--- config.mk ---
export PLATFORM = sky130hd
export DESIGN_NAME = mp3_frame_deframer_top
export DESIGN_NICKNAME = d
export VERILOG_FILES = /design/src/hw/rtl/mfd_pkg.sv /design/src/hw/rtl/mfd_ctrl.sv /design/src/hw/rtl/mfd_dpath.sv /design/src/hw/rtl/mp3_frame_deframer_top.sv
export SDC_FILE = /design/constraint.sdc
export NUM_CORES = 1
export LEC_CHECK = 0
export BUFFER_PORTS_ARGS = -buffer_cell sky130_fd_sc_hd__buf_2
export CAP_MARGIN = 20
export CORE_MARGIN = 5
export CORE_UTILIZATION = 40
export CTS_CLUSTER_DIAMETER = 200
export CTS_CLUSTER_SIZE = 16
export DETAILED_ROUTE_END_ITERATION = 16
export PLACE_DENSITY = 0.62
export SLEW_MARGIN = 30
export SYNTH_ARGS = -nofsm -noshare
export SYNTH_HDL_FRONTEND = slang
export SYNTH_SLANG_ARGS = --single-unit
--- constraint.sdc ---
create_clock -name clock -period 4.5 [get_ports clock]
set_clock_uncertainty 0.05 [all_clocks]
set_input_delay 0.225 -clock clock [delete_from_list [all_inputs] [get_ports clock]]
set_output_delay 0.225 -clock clock [all_outputs]
set_load 0.01 [all_outputs]
--- src/hw/rtl/mfd_pkg.sv ---
`default_nettype none

package mfd_pkg;

   // Stream framing constants.
   localparam logic [7:0] SYNC_BYTE = 8'hFF;
   localparam logic [2:0] SYNC_TOP = 3'b111;

   // Divider size: the largest numerator is 144 * 384 * 1000.
   localparam int NUM_WIDTH = 26;
   localparam int RATE_WIDTH = 16;
   localparam int DIV_STEPS = NUM_WIDTH;
   localparam int DIV_CNT_WIDTH = $clog2(DIV_STEPS);

   // Widths of the packed result beat.
   localparam int RSP_DATA_WIDTH = 96;
   localparam int RSP_USER_WIDTH = 2;

   // Length coefficients by layer and version.
   localparam logic [7:0] COEF_LAYER1 = 8'd12;
   localparam logic [7:0] COEF_HALF = 8'd72;
   localparam logic [7:0] COEF_FULL = 8'd144;

   typedef enum logic [2:0] {
      ST_IN,
      ST_CHECK,
      ST_MUL,
      ST_DIV_LOAD,
      ST_DIV,
      ST_LEN,
      ST_EMIT
   } state_type;

   // Commands from the controller to the datapath.
   typedef struct packed {
      logic accept;
      logic check;
      logic mul;
      logic div_load;
      logic div_step;
      logic len;
      logic emit;
   } cmd_type;

   // Status from the datapath to the controller.
   typedef struct packed {
      logic out_free;
      logic in_payload;
      logic fill_is3;
      logic hdr_ok;
      logic div_done;
      logic emit_last;
   } status_type;

   // Bitrate in kbit/s by table row (0 for MPEG-1), layer and index.
   function automatic logic [8:0] kbps_lookup(input logic row, input logic [1:0] lay,
                                              input logic [3:0] idx);
      logic [8:0] v;
      v = 9'd0;
      if (!row && lay == 2'd0) begin
         unique case (idx)
            4'd1: v = 9'd32;   4'd2: v = 9'd64;   4'd3: v = 9'd96;   4'd4: v = 9'd128;
            4'd5: v = 9'd160;  4'd6: v = 9'd192;  4'd7: v = 9'd224;  4'd8: v = 9'd256;
            4'd9: v = 9'd288;  4'd10: v = 9'd320; 4'd11: v = 9'd352; 4'd12: v = 9'd384;
            4'd13: v = 9'd416; 4'd14: v = 9'd448;
            default: v = 9'd0;
         endcase
      end else if (!row && lay == 2'd1) begin
         unique case (idx)
            4'd1: v = 9'd32;   4'd2: v = 9'd48;   4'd3: v = 9'd56;   4'd4: v = 9'd64;
            4'd5: v = 9'd80;   4'd6: v = 9'd96;   4'd7: v = 9'd112;  4'd8: v = 9'd128;
            4'd9: v = 9'd160;  4'd10: v = 9'd192; 4'd11: v = 9'd224; 4'd12: v = 9'd256;
            4'd13: v = 9'd320; 4'd14: v = 9'd384;
            default: v = 9'd0;
         endcase
      end else if (!row) begin
         unique case (idx)
            4'd1: v = 9'd32;   4'd2: v = 9'd40;   4'd3: v = 9'd48;   4'd4: v = 9'd56;
            4'd5: v = 9'd64;   4'd6: v = 9'd80;   4'd7: v = 9'd96;   4'd8: v = 9'd112;
            4'd9: v = 9'd128;  4'd10: v = 9'd160; 4'd11: v = 9'd192; 4'd12: v = 9'd224;
            4'd13: v = 9'd256; 4'd14: v = 9'd320;
            default: v = 9'd0;
         endcase
      end else if (lay == 2'd0) begin
         unique case (idx)
            4'd1: v = 9'd32;   4'd2: v = 9'd48;   4'd3: v = 9'd56;   4'd4: v = 9'd64;
            4'd5: v = 9'd80;   4'd6: v = 9'd96;   4'd7: v = 9'd112;  4'd8: v = 9'd128;
            4'd9: v = 9'd144;  4'd10: v = 9'd160; 4'd11: v = 9'd176; 4'd12: v = 9'd192;
            4'd13: v = 9'd224; 4'd14: v = 9'd256;
            default: v = 9'd0;
         endcase
      end else begin
         unique case (idx)
            4'd1: v = 9'd8;    4'd2: v = 9'd16;   4'd3: v = 9'd24;   4'd4: v = 9'd32;
            4'd5: v = 9'd40;   4'd6: v = 9'd48;   4'd7: v = 9'd56;   4'd8: v = 9'd64;
            4'd9: v = 9'd80;   4'd10: v = 9'd96;  4'd11: v = 9'd112; 4'd12: v = 9'd128;
            4'd13: v = 9'd144; 4'd14: v = 9'd160;
            default: v = 9'd0;
         endcase
      end
      return v;
   endfunction

   // Sampling rate in Hz by version and rate index.
   function automatic logic [15:0] rate_lookup(input logic [1:0] ver, input logic [1:0] ridx);
      logic [15:0] v;
      v = 16'd0;
      unique case ({ver, ridx})
         4'b00_00: v = 16'd44100;
         4'b00_01: v = 16'd48000;
         4'b00_10: v = 16'd32000;
         4'b01_00: v = 16'd22050;
         4'b01_01: v = 16'd24000;
         4'b01_10: v = 16'd16000;
         4'b10_00: v = 16'd11025;
         4'b10_01: v = 16'd12000;
         4'b10_10: v = 16'd8000;
         default: v = 16'd0;
      endcase
      return v;
   endfunction

   // Samples per frame by table row and layer.
   function automatic logic [10:0] samples_lookup(input logic row, input logic [1:0] lay);
      logic [10:0] v;
      if (lay == 2'd0) begin
         v = 11'd384;
      end else if (lay == 2'd2 && row) begin
         v = 11'd576;
      end else begin
         v = 11'd1152;
      end
      return v;
   endfunction

endpackage

`default_nettype wire

--- src/hw/rtl/mfd_ctrl.sv ---
`default_nettype none

module mfd_ctrl
   import mfd_pkg::*;
(
   input  wire logic       clock,
   input  wire logic       reset,
   input  wire logic       req_tvalid,
   output logic            req_tready,
   input  wire status_type status,
   output cmd_type         cmd
);

   state_type state_ff;
   state_type state_in;

   // State register.
   always_ff @(posedge clock) begin
      if (reset) begin
         state_ff <= ST_IN;
      end else begin
         state_ff <= state_in;
      end
   end

   // Next state and commands.
   always_comb begin
      state_in = state_ff;
      cmd = '0;
      req_tready = 1'b0;
      unique case (state_ff)
         ST_IN: begin
            req_tready = status.out_free;
            cmd.accept = req_tvalid && status.out_free;
            if (cmd.accept && !status.in_payload && status.fill_is3) begin
               state_in = ST_CHECK;
            end
         end
         ST_CHECK: begin
            cmd.check = 1'b1;
            state_in = status.hdr_ok ? ST_MUL : ST_IN;
         end
         ST_MUL: begin
            cmd.mul = 1'b1;
            state_in = ST_DIV_LOAD;
         end
         ST_DIV_LOAD: begin
            cmd.div_load = 1'b1;
            state_in = ST_DIV;
         end
         ST_DIV: begin
            cmd.div_step = 1'b1;
            if (status.div_done) begin
               state_in = ST_LEN;
            end
         end
         ST_LEN: begin
            cmd.len = 1'b1;
            state_in = ST_EMIT;
         end
         ST_EMIT: begin
            cmd.emit = status.out_free;
            if (status.out_free && status.emit_last) begin
               state_in = ST_IN;
            end
         end
         default: state_in = ST_IN;
      endcase
   end

`ifndef ASSERT_OFF
   a_ready_only_in_input: assert property (@(posedge clock) disable iff (reset)
      req_tready |-> state_ff == ST_IN)
      else $error("input ready outside the input state");
   a_check_after_fourth: assert property (@(posedge clock) disable iff (reset)
      state_ff == ST_CHECK |-> $past(cmd.accept))
      else $error("header check without a fourth byte");
   a_emit_follows_len: assert property (@(posedge clock) disable iff (reset)
      cmd.len |=> state_ff == ST_EMIT)
      else $error("length step not followed by header beats");
`endif

endmodule

`default_nettype wire

--- src/hw/rtl/mfd_dpath.sv ---
`default_nettype none

module mfd_dpath
   import mfd_pkg::*;
#(
   parameter int POSITION_WIDTH = 32
) (
   input  wire logic                        clock,
   input  wire logic                        reset,
   input  wire cmd_type                     cmd,
   output status_type                       status,
   input  wire logic [7:0]                  req_tdata,
   output logic                             rsp_tvalid,
   input  wire logic                        rsp_tready,
   output logic [RSP_DATA_WIDTH-1:0]        rsp_tdata,
   output logic [RSP_USER_WIDTH-1:0]        rsp_tuser,
   output logic                             rsp_tlast
);

   // Header window and control state.
   logic [7:0]                win_ff [4];
   logic [7:0]                win_in [4];
   logic [2:0]                fill_ff, fill_in;
   logic                      pay_ff, pay_in;
   logic [11:0]               left_ff, left_in;
   logic [POSITION_WIDTH-1:0] pos_ff, pos_in;

   // Frame info.
   logic [1:0]  ver_ff, ver_in;
   logic [1:0]  lay_ff, lay_in;
   logic [8:0]  kbps_ff, kbps_in;
   logic [15:0] rate_ff, rate_in;
   logic [1:0]  chans_ff, chans_in;
   logic [10:0] samples_ff, samples_in;
   logic [11:0] len_ff, len_in;
   logic [31:0] offset_ff, offset_in;
   logic        pad_ff, pad_in;
   logic [7:0]  coef_ff, coef_in;

   // Length arithmetic.
   logic [18:0]                k1000_ff, k1000_in;
   logic [NUM_WIDTH-1:0]       num_ff, num_in;
   logic [RATE_WIDTH-1:0]      rem_ff, rem_in;
   logic [DIV_CNT_WIDTH-1:0]   cnt_ff, cnt_in;
   logic [1:0]                 emit_ff, emit_in;

   // Output register.
   logic                       ovalid_ff, ovalid_in;
   logic [7:0]                 obyte_ff, obyte_in;
   logic                       ostart_ff, ostart_in;
   logic                       oend_ff, oend_in;
   logic                       olast_ff, olast_in;

   // Header decode and helpers.
   logic        sync0, sync1, sync2, hdr_ok, row, out_load;
   logic [1:0]  vbits, dver, dlay;
   logic [3:0]  bidx;
   logic [1:0]  ridx;
   logic [26:0] prod;
   logic [RATE_WIDTH:0] trial;
   logic [11:0] qsum, len_calc;
   logic [POSITION_WIDTH-1:0] hdr_pos;

   always_comb begin
      sync0 = win_ff[0] == SYNC_BYTE && win_ff[1][7:5] == SYNC_TOP;
      sync1 = win_ff[1] == SYNC_BYTE && win_ff[2][7:5] == SYNC_TOP;
      sync2 = win_ff[2] == SYNC_BYTE && win_ff[3][7:5] == SYNC_TOP;
      vbits = win_ff[1][4:3];
      dver = (vbits == 2'd3) ? 2'd0 : ((vbits == 2'd2) ? 2'd1 : 2'd2);
      row = dver != 2'd0;
      dlay = 2'd3 - win_ff[1][2:1];
      bidx = win_ff[2][7:4];
      ridx = win_ff[2][3:2];
      hdr_ok = sync0 && vbits != 2'd1 && dlay != 2'd3 && bidx != 4'd0 && bidx != 4'd15
               && ridx != 2'd3;
      hdr_pos = pos_ff - POSITION_WIDTH'(4);
      prod = 27'(coef_ff) * 27'(k1000_ff);
      trial = {rem_ff, num_ff[NUM_WIDTH-1]} - {1'b0, rate_ff};
      qsum = num_ff[11:0] + 12'(pad_ff);
      len_calc = (lay_ff == 2'd0) ? {qsum[9:0], 2'b00} : qsum;
      out_load = (cmd.accept && pay_ff) || cmd.emit;
   end

   // Next values.
   always_comb begin
      win_in = win_ff;
      fill_in = fill_ff;
      pay_in = pay_ff;
      left_in = left_ff;
      pos_in = pos_ff;
      ver_in = ver_ff;
      lay_in = lay_ff;
      kbps_in = kbps_ff;
      rate_in = rate_ff;
      chans_in = chans_ff;
      samples_in = samples_ff;
      len_in = len_ff;
      offset_in = offset_ff;
      pad_in = pad_ff;
      coef_in = coef_ff;
      k1000_in = k1000_ff;
      num_in = num_ff;
      rem_in = rem_ff;
      cnt_in = cnt_ff;
      emit_in = emit_ff;
      ovalid_in = ovalid_ff && !rsp_tready;
      obyte_in = obyte_ff;
      ostart_in = ostart_ff;
      oend_in = oend_ff;
      olast_in = olast_ff;

      // Byte intake: payload passes straight to the output register.
      if (cmd.accept) begin
         pos_in = pos_ff + POSITION_WIDTH'(1);
         if (pay_ff) begin
            left_in = (left_ff != 12'd0) ? left_ff - 12'd1 : 12'd0;
            pay_in = left_in != 12'd0;
            obyte_in = req_tdata;
            ostart_in = 1'b0;
            oend_in = left_in == 12'd0;
            olast_in = 1'b1;
         end else begin
            win_in[fill_ff[1:0]] = req_tdata;
            fill_in = fill_ff + 3'd1;
         end
      end

      // Header check: latch the frame info or realign the window.
      if (cmd.check) begin
         if (hdr_ok) begin
            ver_in = dver;
            lay_in = dlay;
            kbps_in = kbps_lookup(row, dlay, bidx);
            rate_in = rate_lookup(dver, ridx);
            chans_in = (win_ff[3][7:6] == 2'd3) ? 2'd1 : 2'd2;
            samples_in = samples_lookup(row, dlay);
            pad_in = win_ff[2][1];
            offset_in = 32'(hdr_pos);
            coef_in = (dlay == 2'd0) ? COEF_LAYER1 :
                      ((row && dlay == 2'd2) ? COEF_HALF : COEF_FULL);
            fill_in = 3'd0;
         end else if (sync1) begin
            win_in[0] = win_ff[1];
            win_in[1] = win_ff[2];
            win_in[2] = win_ff[3];
            fill_in = 3'd3;
         end else if (sync2) begin
            win_in[0] = win_ff[2];
            win_in[1] = win_ff[3];
            fill_in = 3'd2;
         end else if (win_ff[3] == SYNC_BYTE) begin
            win_in[0] = win_ff[3];
            fill_in = 3'd1;
         end else begin
            fill_in = 3'd0;
         end
      end

      // Numerator in two multiply stages.
      if (cmd.mul) begin
         k1000_in = 19'(kbps_ff) * 19'd1000;
      end
      if (cmd.div_load) begin
         num_in = prod[NUM_WIDTH-1:0];
         rem_in = '0;
         cnt_in = '0;
      end

      // One restoring division step per cycle; quotient bits shift into num.
      if (cmd.div_step) begin
         if (!trial[RATE_WIDTH]) begin
            rem_in = trial[RATE_WIDTH-1:0];
         end else begin
            rem_in = {rem_ff[RATE_WIDTH-2:0], num_ff[NUM_WIDTH-1]};
         end
         num_in = {num_ff[NUM_WIDTH-2:0], !trial[RATE_WIDTH]};
         cnt_in = cnt_ff + DIV_CNT_WIDTH'(1);
      end

      // Frame length and payload count.
      if (cmd.len) begin
         len_in = len_calc;
         left_in = (len_calc > 12'd4) ? len_calc - 12'd4 : 12'd0;
         pay_in = len_calc > 12'd4;
         emit_in = 2'd0;
      end

      // Header beats from the window.
      if (cmd.emit) begin
         obyte_in = win_ff[emit_ff];
         ostart_in = emit_ff == 2'd0;
         oend_in = emit_ff == 2'd3 && !pay_ff;
         olast_in = emit_ff == 2'd3;
         emit_in = emit_ff + 2'd1;
      end

      if (out_load) begin
         ovalid_in = 1'b1;
      end
   end

   // Control registers.
   always_ff @(posedge clock) begin
      if (reset) begin
         fill_ff <= 3'd0;
         pay_ff <= 1'b0;
         left_ff <= 12'd0;
         pos_ff <= '0;
         ovalid_ff <= 1'b0;
         ver_ff <= 2'd0;
         lay_ff <= 2'd0;
         kbps_ff <= 9'd0;
         rate_ff <= 16'd0;
         chans_ff <= 2'd0;
         samples_ff <= 11'd0;
         len_ff <= 12'd0;
         offset_ff <= 32'd0;
      end else begin
         fill_ff <= fill_in;
         pay_ff <= pay_in;
         left_ff <= left_in;
         pos_ff <= pos_in;
         ovalid_ff <= ovalid_in;
         ver_ff <= ver_in;
         lay_ff <= lay_in;
         kbps_ff <= kbps_in;
         rate_ff <= rate_in;
         chans_ff <= chans_in;
         samples_ff <= samples_in;
         len_ff <= len_in;
         offset_ff <= offset_in;
      end
   end

   // Payload registers.
   always_ff @(posedge clock) begin
      win_ff <= win_in;
      pad_ff <= pad_in;
      coef_ff <= coef_in;
      k1000_ff <= k1000_in;
      num_ff <= num_in;
      rem_ff <= rem_in;
      cnt_ff <= cnt_in;
      emit_ff <= emit_in;
      obyte_ff <= obyte_in;
      ostart_ff <= ostart_in;
      oend_ff <= oend_in;
      olast_ff <= olast_in;
   end

   // Status and result beat.
   always_comb begin
      status.out_free = !ovalid_ff || rsp_tready;
      status.in_payload = pay_ff;
      status.fill_is3 = fill_ff == 3'd3;
      status.hdr_ok = hdr_ok;
      status.div_done = cnt_ff == DIV_CNT_WIDTH'(DIV_STEPS - 1);
      status.emit_last = emit_ff == 2'd3;
      rsp_tvalid = ovalid_ff;
      rsp_tlast = olast_ff;
      rsp_tuser = {oend_ff, ostart_ff};
      rsp_tdata = {2'b00, offset_ff, len_ff, samples_ff, chans_ff, rate_ff, kbps_ff,
                   lay_ff, ver_ff, obyte_ff};
   end

`ifndef ASSERT_OFF
   a_fill_range: assert property (@(posedge clock) disable iff (reset)
      fill_ff <= 3'd4)
      else $error("header window overfilled");
   a_payload_empty_window: assert property (@(posedge clock) disable iff (reset)
      pay_ff |-> fill_ff == 3'd0)
      else $error("window holds bytes during payload");
   a_no_overwrite: assert property (@(posedge clock) disable iff (reset)
      out_load |-> !(ovalid_ff && !rsp_tready))
      else $error("result register overwritten while stalled");
`endif

endmodule

`default_nettype wire

--- src/hw/rtl/mp3_frame_deframer_top.sv ---
// Payload: one byte per cycle unless the receiver stalls; each result is registered
// in the cycle after its byte is taken. Header: after the fourth byte, the check, two
// multiply stages and a 26-step restoring divider for the frame length, then four header
// beats, one a cycle unless the receiver stalls. No byte is taken while the divider runs.
// Reset is synchronous and active high; it clears control and frame info, not the window.
`default_nettype none

module mp3_frame_deframer_top
   import mfd_pkg::*;
#(
   parameter int POSITION_WIDTH = 32
) (
   input  wire logic                      clock,
   input  wire logic                      reset,
   input  wire logic                      req_tvalid,
   output logic                           req_tready,
   input  wire logic [7:0]                req_tdata,  // data_byte[7:0]
   output logic                           rsp_tvalid,
   input  wire logic                      rsp_tready,
   // out_byte[7:0], mpeg_version[9:8], layer_code[11:10], bitrate_kbps[20:12],
   // sample_rate_hz[36:21], channel_count[38:37], samples_per_frame[49:39],
   // frame_bytes[61:50], frame_offset[93:62], zero fill[95:94]
   output logic [RSP_DATA_WIDTH-1:0]      rsp_tdata,
   output logic [RSP_USER_WIDTH-1:0]      rsp_tuser,  // frame_start[0], frame_end[1]
   output logic                           rsp_tlast   // last_of_run
);

   cmd_type    cmd;
   status_type status;

   // Sequencer.
   mfd_ctrl u_ctrl (
      .clock      (clock),
      .reset      (reset),
      .req_tvalid (req_tvalid),
      .req_tready (req_tready),
      .status     (status),
      .cmd        (cmd)
   );

   // Window, decode, divider and result register.
   mfd_dpath #(
      .POSITION_WIDTH (POSITION_WIDTH)
   ) u_dpath (
      .clock      (clock),
      .reset      (reset),
      .cmd        (cmd),
      .status     (status),
      .req_tdata  (req_tdata),
      .rsp_tvalid (rsp_tvalid),
      .rsp_tready (rsp_tready),
      .rsp_tdata  (rsp_tdata),
      .rsp_tuser  (rsp_tuser),
      .rsp_tlast  (rsp_tlast)
   );

endmodule

`default_nettype wire

==> results of run 1 <==
-- flip-flops by register name, indices dropped and copies added, names as in the netlist, 8 cells and up, named ones only --
signal,cells
u_dpath.offset_ff,32
u_dpath.pos_ff,32
u_dpath.num_ff,26
u_dpath.win_ff,24
u_dpath.rem_ff,16
u_dpath.rate_ff,14
u_dpath.k1000_ff,13
u_dpath.left_ff,12
u_dpath.len_ff,12
u_dpath.obyte_ff,8
-- metal layers --
metal  vias to the layer above  routed length [um]
li1                       6316                   -
met1                      6014               18100
met2                       274               18000
met3                        59                1500
met4                         0                 926
met5                         -                   0
-- placed cells by master, fill, tap and decap left out, types with 13 or more instances in the layout --
cell | netlist | routed
or3_1 | 16 | 16
edfxtp_1 | 86 | 86
a21oi_1 | 106 | 105
and2_1 | 61 | 59
nor3_1 | 33 | 31
clkbuf_16 | 0 | 20
nand2_1 | 171 | 169
dfxtp_1 | 175 | 175
nand2b_1 | 14 | 13
buf_4 | 16 | 27
fa_1 | 46 | 45
inv_1 | 98 | 96
a31oi_1 | 16 | 16
mux2i_1 | 28 | 28
nand4_1 | 13 | 13
nor4_1 | 14 | 14
o21ai_0 | 54 | 52
xor2_1 | 38 | 38
and3_1 | 24 | 24
ha_1 | 126 | 117
xnor2_1 | 67 | 67
nand3_1 | 48 | 48
buf_2 | 3 | 99
a211oi_1 | 63 | 63
nor2_1 | 190 | 190
-- through the flow --
step	utilization, %	setup WS, ps	instances	setup TNS (ps)
2_1_floorplan	-	8.46	1778	0
3_3_place_gp	43.0	-1.08	2331	-1.08
3_5_place_dp	43.0	-99.6	2331	-99.6
4_1_cts	44.8	6.82	2373	0
5_1_grt	45.1	-30.0	2378	-34.1
6_report	45.1	149	2379	0
-- worst max-delay path, stage by stage (launching register included) --
cell and delay, ps:
edfxtp_1 430, buf_4 180, and2_1 160, fa_1 560
fa_1 450, fa_1 490, ha_1 320, ha_2 200
nor3_1 310, o21ai_1 160, nand2_1 160, nor2_1 90
o32ai_2 280, xor2_1 170, a21oi_1 80
-- how the worst min path moves through the flow --
stage	end	slack, ps	depth (start not counted)
6_report	u_dpath.rsp_tvalid$_SDFF_PP0_	110	3
5_1_grt	u_dpath.rsp_tvalid$_SDFF_PP0_	90	3
4_1_cts	u_dpath.rsp_tvalid$_SDFF_PP0_	60	3
3_5_place_dp	u_dpath.len_ff[11]$_SDFFE_PP0P_	410	2
3_3_place_gp	u_dpath.samples_ff[8]$_SDFFE_PP0P_	400	2
2_1_floorplan	u_dpath.win_ff[0]$_DFFE_PP_	270	0
-- cells by family (layout without fill, tap and decap cells) --
kind of cell               count (synthesis)  count (layout)
and+or+nand+nor                          643             643
AOI/OAI and AO/OA                        341             341
DFF                                      261             261
buffers and inverters                    200             273
adders and majority gates                172             172
xor gates and xnor gates                 105             105
muxes                                     44              44
other                                      1              15
-- area by class of cell --
class | count | area [sq um]
fill | 3850 | 21900
clock inverter | 2 | 32.5
sequential | 261 | 6090
timing repair buffer | 137 | 821
tap | 525 | 657
antenna | 3 | 7.51
clock buffer | 32 | 546
multi-input combinational | 1317 | 9470
inverter | 102 | 384
-- report_power, final --
part	switching, mW	total (mW)	internal (mW)
Combinational	0.437	0.702	0.266
Clock	0.848	1.69	0.842
Sequential	0.136	2.72	2.59
-- repair_timing --
action / in CTS / in global routing
setup endpoints to repair: 1 / 3
hold buffers: 8 / 0
buffers inserted: 0 / 3
gates resized for setup: 7 / 18
hold endpoints to repair: 16 / 0
pin swaps: 4 / 16
==> qor.yml, run 1 <==
cts:
  numCtsBuffers: 20
  clock_latency_ps: 520
  htreeDepth: 1
  cts_buffer_depth: 3
  cts_tree: "yes"
  cts_root_buf: "clkbuf_16"
  clk_pin_slew_worst_paths_ps: 70
  clock_sinks: 261
place:
  portBuffers: 100
  post_dp_cell_area_sq_um: 17200
  finalWeightedCongestion: 0.868
  dp_hpwl_um: 28700
die:
  core-area_sq_um: 39900
  rows: 73
  start_util_pct: 40.5
  die_h_um: 211
  io_pins: 113
  die_w_um: 211
  die-area_sq_um: 44600
detailed_routing:
  drt_iter0_markers: 648
  wl_per_cell_um: 16.2
  antenna_left: 0
  drc_errors: 0
  via_per_inst: 5.32
  via_count: 12700
  drt_wl_total_um: 38600
  firstDrtPassIters: 5
power_and_ir_drop:
  p_total_mw: 5.12
  p_per_area_nw_per_um2: 284
  irDropWorstVdd_uv: 282
  total_leakage_power_nw: 7.60
global_route:
  busiest_layer: "met2"
  use_met1_pct: 23.1
  grt_pass1_vias: 12300
  grt_use_met3_pct: 1.89
  met2_usage_pct: 27.7
  gr-total-overflow: 0
  antenna_found_initial: 2
  track_usage_pct: 16.7
  grt_first_pass_wirelength_um: 62700
  grt_max_degree: 78
synth:
  async_reset_ff_share_pct: 0
  muxShareOfSynthArea_pct: 3.40
  synth-simple-area-share_pct: 19.3
  synth_top_area_share_pct: 21.6
  synth_warnings: 0
  syn_area_sq_um: 16200
  synthTopCellsByArea: "dfxtp_1 (22%), edfxtp_1 (16%), ha_1 (9.7%), fa_1 (5.7%), nor2_1 (4.4%)"
  synth_top_family_by_area: "simple AND/OR/NAND/NOR gates"
  synth_edf_count: 86
  ys.flop_type: "dfxtp_1"
  synth_fa_ha_area_share_pct: 15.4
  synth_compound_area_share_pct: 13.5
  synth-seq-cells: 261
  synthXorXnorAreaFrac_pct: 5.68
  synth_largest_area_cell: "dfxtp_1"
  netlist_top_cells_count: "nor2_1 (190), dfxtp_1 (175), nand2_1 (171), ha_1 (126), a21oi_1 (106)"
  syn_area_per_cell_sq_um: 9.16
  yosysSeqAreaShare_pct: 37.6
  yosysUniqueCellTypes: 76
  yosysMostFrequentCell: "nor2_1"
  netlist_instances: 1767
worst_setup_path:
  cp.required_ps: 4690
  criticalPathCategory: "reg -> reg"
  critPathLaunch: "u_dpath.coef_ff[4]$_SDFFCE_PP0P_"
  critical_path.max_fanout: 8
  arrival_ps: 4540
  cp-end-kind: "flop"
  r2r-start: "u_dpath.coef_ff[4]$_SDFFCE_PP0P_"
  r2r_cells: 14
  reg2reg_to: "u_dpath.num_ff[23]$_DFFE_PP_"
  reg2reg_slack_ps: 150
  worstSetupEndpoint: "u_dpath.num_ff[23]$_DFFE_PP_"
  startpoint_type: "flop"
timing:
  setup_viol: 0
  hold_viol_final: 0
  post-route-period-util_pct: 96.7
  rsz0062_at_grt: "true"
  holdWs_ps: 107
  slew_headroom_pct: 33.9
  layout_min_cycle_time_ps: 4350
  slew_violations: 0
  max_freq_ghz: 0.230
  tightestPinTransition_ps: 986
final_layout:
  drive_gt1_share_pct: 11.6
  area_growth_pct: 11.2
  layout.nets: 2023
  fin_area_sq_um: 18000
hold_path:
  min_path_type: "in -> reg"
  min-delay-start: "rsp_tready"
flow_run:
  drv_cap: 0
run_status:
  status: "finished clean"
Note: power is estimated with default switching activity, not from simulation.
==> run 2: changes to the inputs <==
--- a/config.mk
+++ b/config.mk
@@ -7,12 +7,14 @@
 export LEC_CHECK = 0
 export BUFFER_PORTS_ARGS = -buffer_cell sky130_fd_sc_hd__buf_2
 export CAP_MARGIN = 20
+export CELL_PAD_IN_SITES_DETAIL_PLACEMENT = 0
+export CELL_PAD_IN_SITES_GLOBAL_PLACEMENT = 1
 export CORE_MARGIN = 5
 export CORE_UTILIZATION = 40
 export CTS_CLUSTER_DIAMETER = 200
 export CTS_CLUSTER_SIZE = 16
 export DETAILED_ROUTE_END_ITERATION = 16
-export PLACE_DENSITY = 0.62
+export PLACE_DENSITY_LB_ADDON = 0.1
 export SLEW_MARGIN = 30
 export SYNTH_ARGS = -nofsm -noshare
 export SYNTH_HDL_FRONTEND = slang
==> run 2 against run 1 <==
  * Final cell count is essentially flat
  * Die area did not move
  * Critical endpoint is now u_dpath.num_ff[24]$_DFFE_PP_
  * Design area increased by 0.20%
  * Wire length is 4.6% higher
  * Clock power about the same
==> qor.yml, run 2 (synthesized netlist as in run 1, its figures left out) <==
power_and_ir_drop:
  total_leakage_power_nw: 7.62  # +0.31%
  p_total_mw: 5.12  # about the same
  internal_power_mw: 3.70  # about the same
  clkPwrFrac_pct: 33.0  # about the same
  power_frac_comb_pct: 14.0  # +0.3 points
  switching_share_pct: 27.8  # about the same
  irDropWorstVdd_uv: 223  # -21%
  p_per_area_nw_per_um2: 284  # -0.19%
  power.switching_mw: 1.42  # about the same
  seqPwrFrac_pct: 53.0  # -0.2 points
global_route:
  gr-total-overflow: 0  # unchanged
  met2_usage_pct: 28.2  # +0.49 points
  grt_first_pass_wirelength_um: 66000  # +5.1%
  grt_max_degree: 77  # -1.3%
  use_met1_pct: 26.4  # +3.2 points
  antenna_found_initial: 0  # -2
  grt_pass1_vias: 12400  # +0.81%
  grt_use_met3_pct: 1.78  # -0.10 points
  busiest_layer: "met2"
  track_usage_pct: 17.7  # +0.99 points
worst_setup_path:
  startpoint_type: "flop"
  critical_path.max_fanout: 4  # -4
  arrival_ps: 4550  # about the same
  cp.required_ps: 4700  # about the same
  cp-end-kind: "flop"
  criticalPathCategory: "reg -> reg"
detailed_routing:
  firstDrtPassIters: 5  # unchanged
  drt_iter0_markers: 784  # +21%
  drc_errors: 0  # unchanged
  antenna_left: 0  # unchanged
  via_count: 12600  # -0.78%
  wl_per_cell_um: 16.9  # +4.5%
  drt_wl_total_um: 40300  # +4.6%
  via_per_inst: 5.28  # -0.82%
place:
  placed_cells: 2338  # +0.30%
  dp_hpwl_um: 30000  # +4.4%
  finalWeightedCongestion: 0.838  # -3.4%
  portBuffers: 100  # unchanged
die:
  start_util_pct: 40.5  # unchanged
  rows: 73  # unchanged
  die-area_sq_um: 44600  # unchanged
  core-area_sq_um: 39900  # unchanged
  io_pins: 113  # unchanged
  die_w_um: 211  # unchanged
  die_h_um: 211  # unchanged
timing:
  post-route-period-util_pct: 96.6  # -0.13 points
  slew_violations: 0  # unchanged
  hold_viol_final: 0  # unchanged
  slew_headroom_pct: 32.7  # -1.3 points
  max_freq_ghz: 0.230  # +0.14%
  finalSetupTns_ps: 0  # unchanged
  holdWs_ps: 73.6  # -33.4 ps
  layout_min_cycle_time_ps: 4350  # -5.98 ps
  setup_viol: 0  # unchanged
  tightestPinTransition_ps: 996  # +9.43 ps
cts:
  cts_tree: "yes"
  clock_latency_ps: 530  # about the same
  cts_buffer_depth: 3  # unchanged
  clk_pin_slew_worst_paths_ps: 80  # about the same
  clock_sinks: 261  # unchanged
  htreeDepth: 1  # unchanged
  numCtsBuffers: 20  # unchanged
  cts_root_buf: "clkbuf_16"
final_layout:
  top_regs: "u_dpath.offset_ff x32, u_dpath.pos_ff x32, u_dpath.num_ff x26"
  fin_cells: 2380  # +0.042%
  layout.nets: 2029  # +0.30%
  fill_cells: 3941  # +2.4%
  diodes: 0  # -3
  layout_commonest_cell: "nor2_1"
  final_cell_mix: "nor2_1 (190), dfxtp_1 (175), nand2_1 (169)"
  drive_gt1_share_pct: 11.9  # +0.30 points
  area_growth_pct: 11.5
run_status:
  status: "finished clean"
hold_path:
  min_path_type: "in -> reg"
flow_run:
  drv_cap: 0  # unchanged
-- run 2: cell types whose count changed in the layout (fill, tap and decap cells not counted), sizes merged --
cell / delta
buf: +6
clkbuf: -2
diode: -3
-- run 2: metal layers --
| layer | vias to the layer above | share of wire, % |
|---|---|---|
| li1 | 6335 | - |
| met1 | 5999 | 50 |
| met2 | 182 | 45 |
| met3 | 48 | 3.0 |
| met4 | 0 | 1.7 |
| met5 | - | 0 |
-- run 2: timing repair --
item | in CTS | in global routing
hold buffers | 8 | 0
hold endpoints to repair | 19 | 0
endpoints found under the setup margin | 1 | 6
buffers inserted | 0 | 2
pin swaps | 0 | 15
resized for setup | 2 | 24
-- run 2: power groups by stage --
stage               logic (mW)  registers [mW]  clock network (mW)
floorplan                0.540            2.71                   0
global placement         0.711            2.76                   0
detailed placement       0.704            2.77                   0
CTS                      0.714            2.71                1.76
global route             0.807            2.74                1.85
finish                   0.715            2.71                1.69
-- run 2: stage by stage --
step | util (%) | setup slack [ps] | instance area [sq um]
2_1_floorplan | - | 8.46 | 16200
3_3_place_gp | 43.1 | -19.5 | 17200
3_5_place_dp | 43.1 | -12.0 | 17200
4_1_cts | 44.8 | 3.10 | 17900
5_1_grt | 45.2 | -23.4 | 18000
6_report | 45.2 | 155 | 18000
-- run 2: worst max-delay path, stage by stage (launching register included) --
cell      delay (ps)
edfxtp_1         490
buf_6            170
and2_1           160
fa_1             480
ha_1             290
ha_1             280
ha_1             300
ha_2             200
fa_2             400
a21o_1           190
a21oi_2          140
nand2b_4         150
a21boi_2          60
a41o_1           210
o41ai_2          300
xor2_1           170
o21ai_1           60
-- run 2: worst paths after layout --
| path | cells after the start | end | slack, ps | start |
|---|---|---|---|---|
| min | 3 | u_dpath.rsp_tvalid$_SDFF_PP0_ | 70 | rsp_tready |
| min reg2reg | 2 | u_dpath.len_ff[1]$_SDFFE_PP0P_ | 400 | u_dpath.len_ff[1]$_SDFFE_PP0P_ |
| max reg2reg | 16 | u_dpath.num_ff[24]$_DFFE_PP_ | 150 | u_dpath.coef_ff[4]$_SDFFCE_PP0P_ |
| max | 16 | u_dpath.num_ff[24]$_DFFE_PP_ | 150 | u_dpath.coef_ff[4]$_SDFFCE_PP0P_ |
-- run 2: layout make-up --
type | count | area [sq um] | share of cell area (%)
Multi-Input combinational cell | 1317 | 9490 | 52.6
Clock inverter | 2 | 32.5 | 0.180
Clock buffer | 30 | 538 | 2.98
Tap cell | 525 | 657 | 3.64
Timing Repair Buffer | 143 | 853 | 4.73
Inverter | 102 | 384 | 2.13
Sequential cell | 261 | 6090 | 33.7
